<file path="src/chfm_pkg.sv">
package chfm_pkg;

    // Default sample width and CORDIC depth.
    localparam int SAMPLE_BITS_DEF   = 16;
    localparam int CORDIC_STAGES_DEF = 16;

    // Fraction bits added below the sample before the rotations.
    localparam int GUARD_BITS = 8;

    // Angle accumulator, 2^-16 degree per LSB.
    // Its worst case is 180 degrees plus the sum of all micro-rotation angles.
    localparam int ZW = 26;

    // Heading arithmetic width and the output width, both in 1/64 degree.
    localparam int HW = 18;
    localparam int OW = 15;

    localparam int ATAN_LEN = 24;

    localparam logic signed [ZW-1:0] ANG_HALF_TURN = ZW'(11796480);
    localparam logic signed [ZW-1:0] ROUND_HALF    = ZW'(512);
    localparam int                   ROUND_SHIFT   = 10;

    localparam logic signed [HW-1:0] HALF_TURN = HW'(11520);
    localparam logic signed [HW-1:0] FULL_TURN = HW'(23040);

    // -8.58 degrees in 1/64 degree units.
    localparam logic signed [OW-1:0] DECL_RESET = OW'(-549);

    // Handshake state that travels with the input stage and every rotation stage.
    typedef struct packed {
        logic valid;
        logic hold;   // angle is already final, the rotations leave it alone
    } t_stage_ctl;

    // atan(2^-idx) in units of 2^-16 degree.
    function automatic logic signed [ZW-1:0] atan_deg(input logic [4:0] idx);
        logic signed [ZW-1:0] v;
        case (idx)
            5'd0:    v = ZW'(2949120);
            5'd1:    v = ZW'(1740967);
            5'd2:    v = ZW'(919879);
            5'd3:    v = ZW'(466945);
            5'd4:    v = ZW'(234379);
            5'd5:    v = ZW'(117304);
            5'd6:    v = ZW'(58666);
            5'd7:    v = ZW'(29335);
            5'd8:    v = ZW'(14668);
            5'd9:    v = ZW'(7334);
            5'd10:   v = ZW'(3667);
            5'd11:   v = ZW'(1833);
            5'd12:   v = ZW'(917);
            5'd13:   v = ZW'(458);
            5'd14:   v = ZW'(229);
            5'd15:   v = ZW'(115);
            5'd16:   v = ZW'(57);
            5'd17:   v = ZW'(29);
            5'd18:   v = ZW'(14);
            5'd19:   v = ZW'(7);
            5'd20:   v = ZW'(4);
            5'd21:   v = ZW'(2);
            5'd22:   v = ZW'(1);
            default: v = '0;
        endcase
        return v;
    endfunction

endpackage

</file>
<file path="src/chfm_cordic_stage.sv">
module chfm_cordic_stage #(
    parameter int IDX = 0,
    parameter int W   = 28
) (
    input  logic                          i_clk,
    input  logic                          i_rst_n,
    input  chfm_pkg::t_stage_ctl          i_ctl,
    input  logic signed [W-1:0]           i_x,
    input  logic signed [W-1:0]           i_y,
    input  logic signed [chfm_pkg::ZW-1:0] i_z,
    output logic                          o_ready,
    input  logic                          i_ready,
    output chfm_pkg::t_stage_ctl          o_ctl,
    output logic signed [W-1:0]           o_x,
    output logic signed [W-1:0]           o_y,
    output logic signed [chfm_pkg::ZW-1:0] o_z
);
    import chfm_pkg::*;

    t_stage_ctl           r_ctl;
    logic signed [W-1:0]  r_x;
    logic signed [W-1:0]  r_y;
    logic signed [ZW-1:0] r_z;

    logic signed [W-1:0]  n_x;
    logic signed [W-1:0]  n_y;
    logic signed [ZW-1:0] n_z;
    logic signed [W-1:0]  dx;
    logic signed [W-1:0]  dy;
    logic signed [ZW-1:0] ang;

    assign o_ready = !r_ctl.valid || i_ready;

    // One vectoring micro-rotation: drive y toward zero.
    always_comb begin
        dx  = i_y >>> IDX;
        dy  = i_x >>> IDX;
        ang = atan_deg(5'(IDX));
        if (i_ctl.hold) begin
            n_x = i_x;
            n_y = i_y;
            n_z = i_z;
        end else if (!i_y[W-1]) begin
            n_x = i_x + dx;
            n_y = i_y - dy;
            n_z = i_z + ang;
        end else begin
            n_x = i_x - dx;
            n_y = i_y + dy;
            n_z = i_z - ang;
        end
    end

    always_ff @(posedge i_clk) begin
        if (!i_rst_n) begin
            r_ctl <= '0;
        end else if (o_ready) begin
            r_ctl <= i_ctl;
        end
    end

    always_ff @(posedge i_clk) begin
        if (o_ready && i_ctl.valid) begin
            r_x <= n_x;
            r_y <= n_y;
            r_z <= n_z;
        end
    end

    assign o_ctl = r_ctl;
    assign o_x   = r_x;
    assign o_y   = r_y;
    assign o_z   = r_z;

endmodule

</file>
<file path="config.mk">
export PLATFORM = sky130hd
export DESIGN_NAME = chfm_cordic_stage
export DESIGN_NICKNAME = d
export VERILOG_FILES = /design/src/chfm_pkg.sv /design/src/chfm_cordic_stage.sv
export SDC_FILE = /design/constraint.sdc
export NUM_CORES = 1
export LEC_CHECK = 0
export BUFFER_PORTS_ARGS = -buffer_cell sky130_fd_sc_hd__buf_4
export CELL_PAD_IN_SITES_DETAIL_PLACEMENT = 1
export CELL_PAD_IN_SITES_GLOBAL_PLACEMENT = 2
export CORE_MARGIN = 4
export CORE_UTILIZATION = 33
export DETAILED_ROUTE_END_ITERATION = 10
export PLACE_DENSITY = 0.92
export SYNTH_ARGS = -nofsm -noshare
export SYNTH_HDL_FRONTEND = slang
export SYNTH_SLANG_ARGS = --single-unit
</file>
<file path="constraint.sdc">
create_clock -name i_clk -period 3.7 [get_ports i_clk]
set_input_delay 0 -clock i_clk [delete_from_list [all_inputs] [get_ports i_clk]]
set_output_delay 0 -clock i_clk [all_outputs]
set_load 0.01 [all_outputs]
</file>
==> impl_results.md <==
- Status: finished clean
- Initial antenna violation count: 0
- Synth Area in Adders: 0.144
- Dpl hpwl: 21800 microns
- Sink Count: 84
- Critical path's slowest cell: a221oi_1
- Power density cells: 332 mW/mm^2
- Synth warn: 0
- Worst Clk Skew: 0.00804 ns
- Initial Util: 0.338
- H-tree Lvls: 3
- Ys async rst share: 0
- Worst reg2reg setup slack: 1.71 ns
- Std-Cell Rows: 57
- Syn-to-layout area delta: 30.5%
- Worst hold stages: 3
- Reg2Reg Depth: 4
- WL/cell: 18.9 microns
- Die W: 166 microns
- Post-Syn Area: 0.00828 sq mm
- DRC viols: 0
- Worst hold path class: primary input to flop
- Number of vias per cell: 5.31
- IR drop worst, VDD: 0.000179 V
- GRT Overall Usage: 0.203
- Core Area: 0.0245 sq mm
- Layout cell share with drive strength beyond 1: 0.191
- Clk Tree Root Cell: clkbuf_16
- Worst Path Max Fanout: 4
- Clock Pin Slew Worst Setup and Hold Paths: 0.07 ns
- Period utilisation layout: 0.956
- Worst slew margin: 0.359
- Count of final setup violators: 0
- GR Overflow Total: 0
- Ports: 172
- Critical Path RT: 3.92 ns
- Crit path top cell by count: a31oi_1
- Cell count after synthesis: 974
- Synth Area in Compound Gates: 0.240
- CP arrival: 3.76 ns
- Crit path launch type: primary input
- Most frequent cells in the layout: buf_4 (188), nand2_1 (97), inv_1 (93), a21oi_1 (90), ha_1 (89)
- Yosys reg bits: 84
- Post-synth cell types: 71
- Clk_lat worst skew: 0.36 ns
- Final hold vios: 0
- Total wire length: 28700 microns
- Syn_nets: 1154
- TritonCTS buffer count: 9
- CTS tree: done
- Slew Limit Fails: 0
- Post-synth EDFFs: 82
- Worst-Margin Slew: 0.961 ns
- Synth Area per Inst: 8.50 sq um
- Die area: 0.0277 sq mm
- CP max stage delay: 0.57 ns
- First-pass DRT Iterations: 5
- Gpl congestion: 0.879
- Antenna Nets Post-Route: 0
- Most used flip-flop cell after synthesis: edfxtp_1
- Routed vias: 8064
- Post-CTS Setup Bufs: 0
- First-pass GRT wire length: 46500 microns
- Worst r2r dst: o_z[5]
- Sequential share of the synthesized area: 0.302
- Leakage power: 0.00479 uW
- Area of placed instances: 0.00984 sq mm
- Final nets: 1369
- Final instance area: 0.0108 sq mm
- Largest family of logic cells by synthesized area: compound AO/OA/AOI/OAI gates
- Die Y: 166 microns
- Mux cell area share after synthesis: 0.0366
- Via count of the first global-routing pass: 8477
- R2r startpoint: o_ctl[1]
- Hold endpoint: o_x[26]
- Hold Crit Start: i_x[26]
- CP Capture Type: flop
- N_diodes: 0
- Port Buffers: 171
- Post-layout util: 0.441
- Initial DRC Count: 556
- Worst Path Class, Setup: primary input to flop
- Achievable Freq: 0.283 GHz
- Final min period: 3.54 ns
- Post-Synth XOR/XNOR Area: 0.0593
- Max Cap Viol: 0
- Area share of and/or/nand/nor cells after synthesis: 0.144
- Critical path, cell by cell: dlygate4sd3_1, buf_4, ha_1, fa_1, nor2b_1, o21ai_0, a31oi_1, a31oi_1, o21ai_1, nand2_1, a31oi_1, xnor2_1, a221oi_1, buf_4
- RSZ-0062 raised after global routing: true
- Largest net degree at the start of global routing: 94
- Commonest non-fill, non-tap cell in the layout: buf_4
- Clock Path Buffers: 2
[cells in the mapped netlist, drive strengths merged, types with 3 or more instances]
master,n,area share
o21ai,94,0.057
a211o,5,0.0053
xor2,11,0.012
a31o,3,0.0032
nor3,24,0.015
a211oi,10,0.0091
mux2i,28,0.034
buf,27,0.022
fa,4,0.0097
a32oi,3,0.0032
ha,89,0.13
nor2b,12,0.0091
nand3,10,0.0060
or3,4,0.0030
edfxtp,82,0.30
a21oi,91,0.055
o21bai,13,0.012
a21o,18,0.016
nor4,5,0.0045
and2,5,0.0038
clkbuf,21,0.0095
nand2,97,0.044
inv,93,0.042
o31ai,7,0.0063
nand4,8,0.0060
a31oi,12,0.0091
and3,5,0.0041
nand2b,10,0.0085
a221oi,8,0.013
o211ai,5,0.0045
xnor2,45,0.048
nor2,74,0.034
a2111oi,4,0.0073
a21boi,5,0.0050
o21a,10,0.0091
o311ai,3,0.0032
[state kept, by name, summed over array words and instances, names as in the netlist]
register,count
o_z,26
o_x,28
o_y,28
o_ctl,2
[worst max-delay path, delay by kind of cell]
kind            cells  cell delay, ns
compound gates      6            1.85
xor+xnor            1            0.08
fa+ha+maj           2            0.64
buf+inv             3            0.94
simple gates        2            0.26
[layout make-up]
| type | instances | area, sq um |
|---|---|---|
| clock buffer | 9 | 225 |
| clock inverter | 7 | 86.3 |
| fill | 2899 | 13700 |
| inverter | 93 | 349 |
| multi-input combinational | 749 | 5180 |
| sequential | 84 | 2500 |
| tap | 324 | 405 |
| timing repair buffer | 252 | 2050 |
[worst max-delay path by stage]
| stage | startpoint | endpoint | slack, ns | cells past startpoint |
|---|---|---|---|---|
| 3_3_place_gp | i_x[0] | o_y[16] | 0.33 | 13 |
| 6_report | i_x[0] | o_y[16] | 0.16 | 14 |
| 3_5_place_dp | i_x[1] | o_x[27] | 0.29 | 12 |
| 5_1_grt | i_x[0] | o_y[16] | -0.06 | 15 |
| 2_1_floorplan | o_ctl[1] | o_x[0] | 0.71 | 3 |
| 4_1_cts | i_x[0] | o_y[16] | 0.1 | 14 |
[through the flow]
| stage | std cells | hold WS [ns] | worst slack (ns) | power, uW | TNS (ns) |
|---|---|---|---|---|---|
| 2_1_floorplan | 974 | 0.0989 | 0.711 | 2040 | 0 |
| 3_3_place_gp | 1438 | 0.178 | 0.334 | 2500 | 0 |
| 3_5_place_dp | 1438 | 0.180 | 0.288 | 2520 | 0 |
| 4_1_cts | 1518 | 0.00992 | 0.0986 | 3610 | 0 |
| 5_1_grt | 1518 | 0.0245 | -0.0619 | 3800 | -0.112 |
| 6_report | 1518 | 0.0207 | 0.162 | 3580 | 0 |
[power by group]
group,internal [uW],switching [uW]
registers,1160,27.6
logic,595,786
clock network,542,468
total,2300,1280
[cells by family (layout without fill, tap and decap cells)]
| kind of cell | Yosys count | in the layout |
|---|---|---|
| compound gates | 309 | 309 |
| simple gates | 261 | 261 |
| buf+inv | 141 | 361 |
| fa+ha+maj | 93 | 93 |
| flops | 84 | 84 |
| xor+xnor | 56 | 56 |
| mux | 30 | 30 |
[timing repair]
action	CTS	global route
hold buffers	64	0
endpoints found under the setup margin	0	6
hold endpoints to repair	63	0
resized for setup	0	3
[routing by layer]
metal | vias up | routed length (microns) | global-route usage
li1 | 3893 | - | -
met3 | 34 | 1240 | 0.0326
met1 | 3899 | 13200 | 0.271
met2 | 238 | 13700 | 0.347
met5 | - | 0 | 0
met4 | 0 | 525 | 0.0466
(Power assumes the default switching activity.)
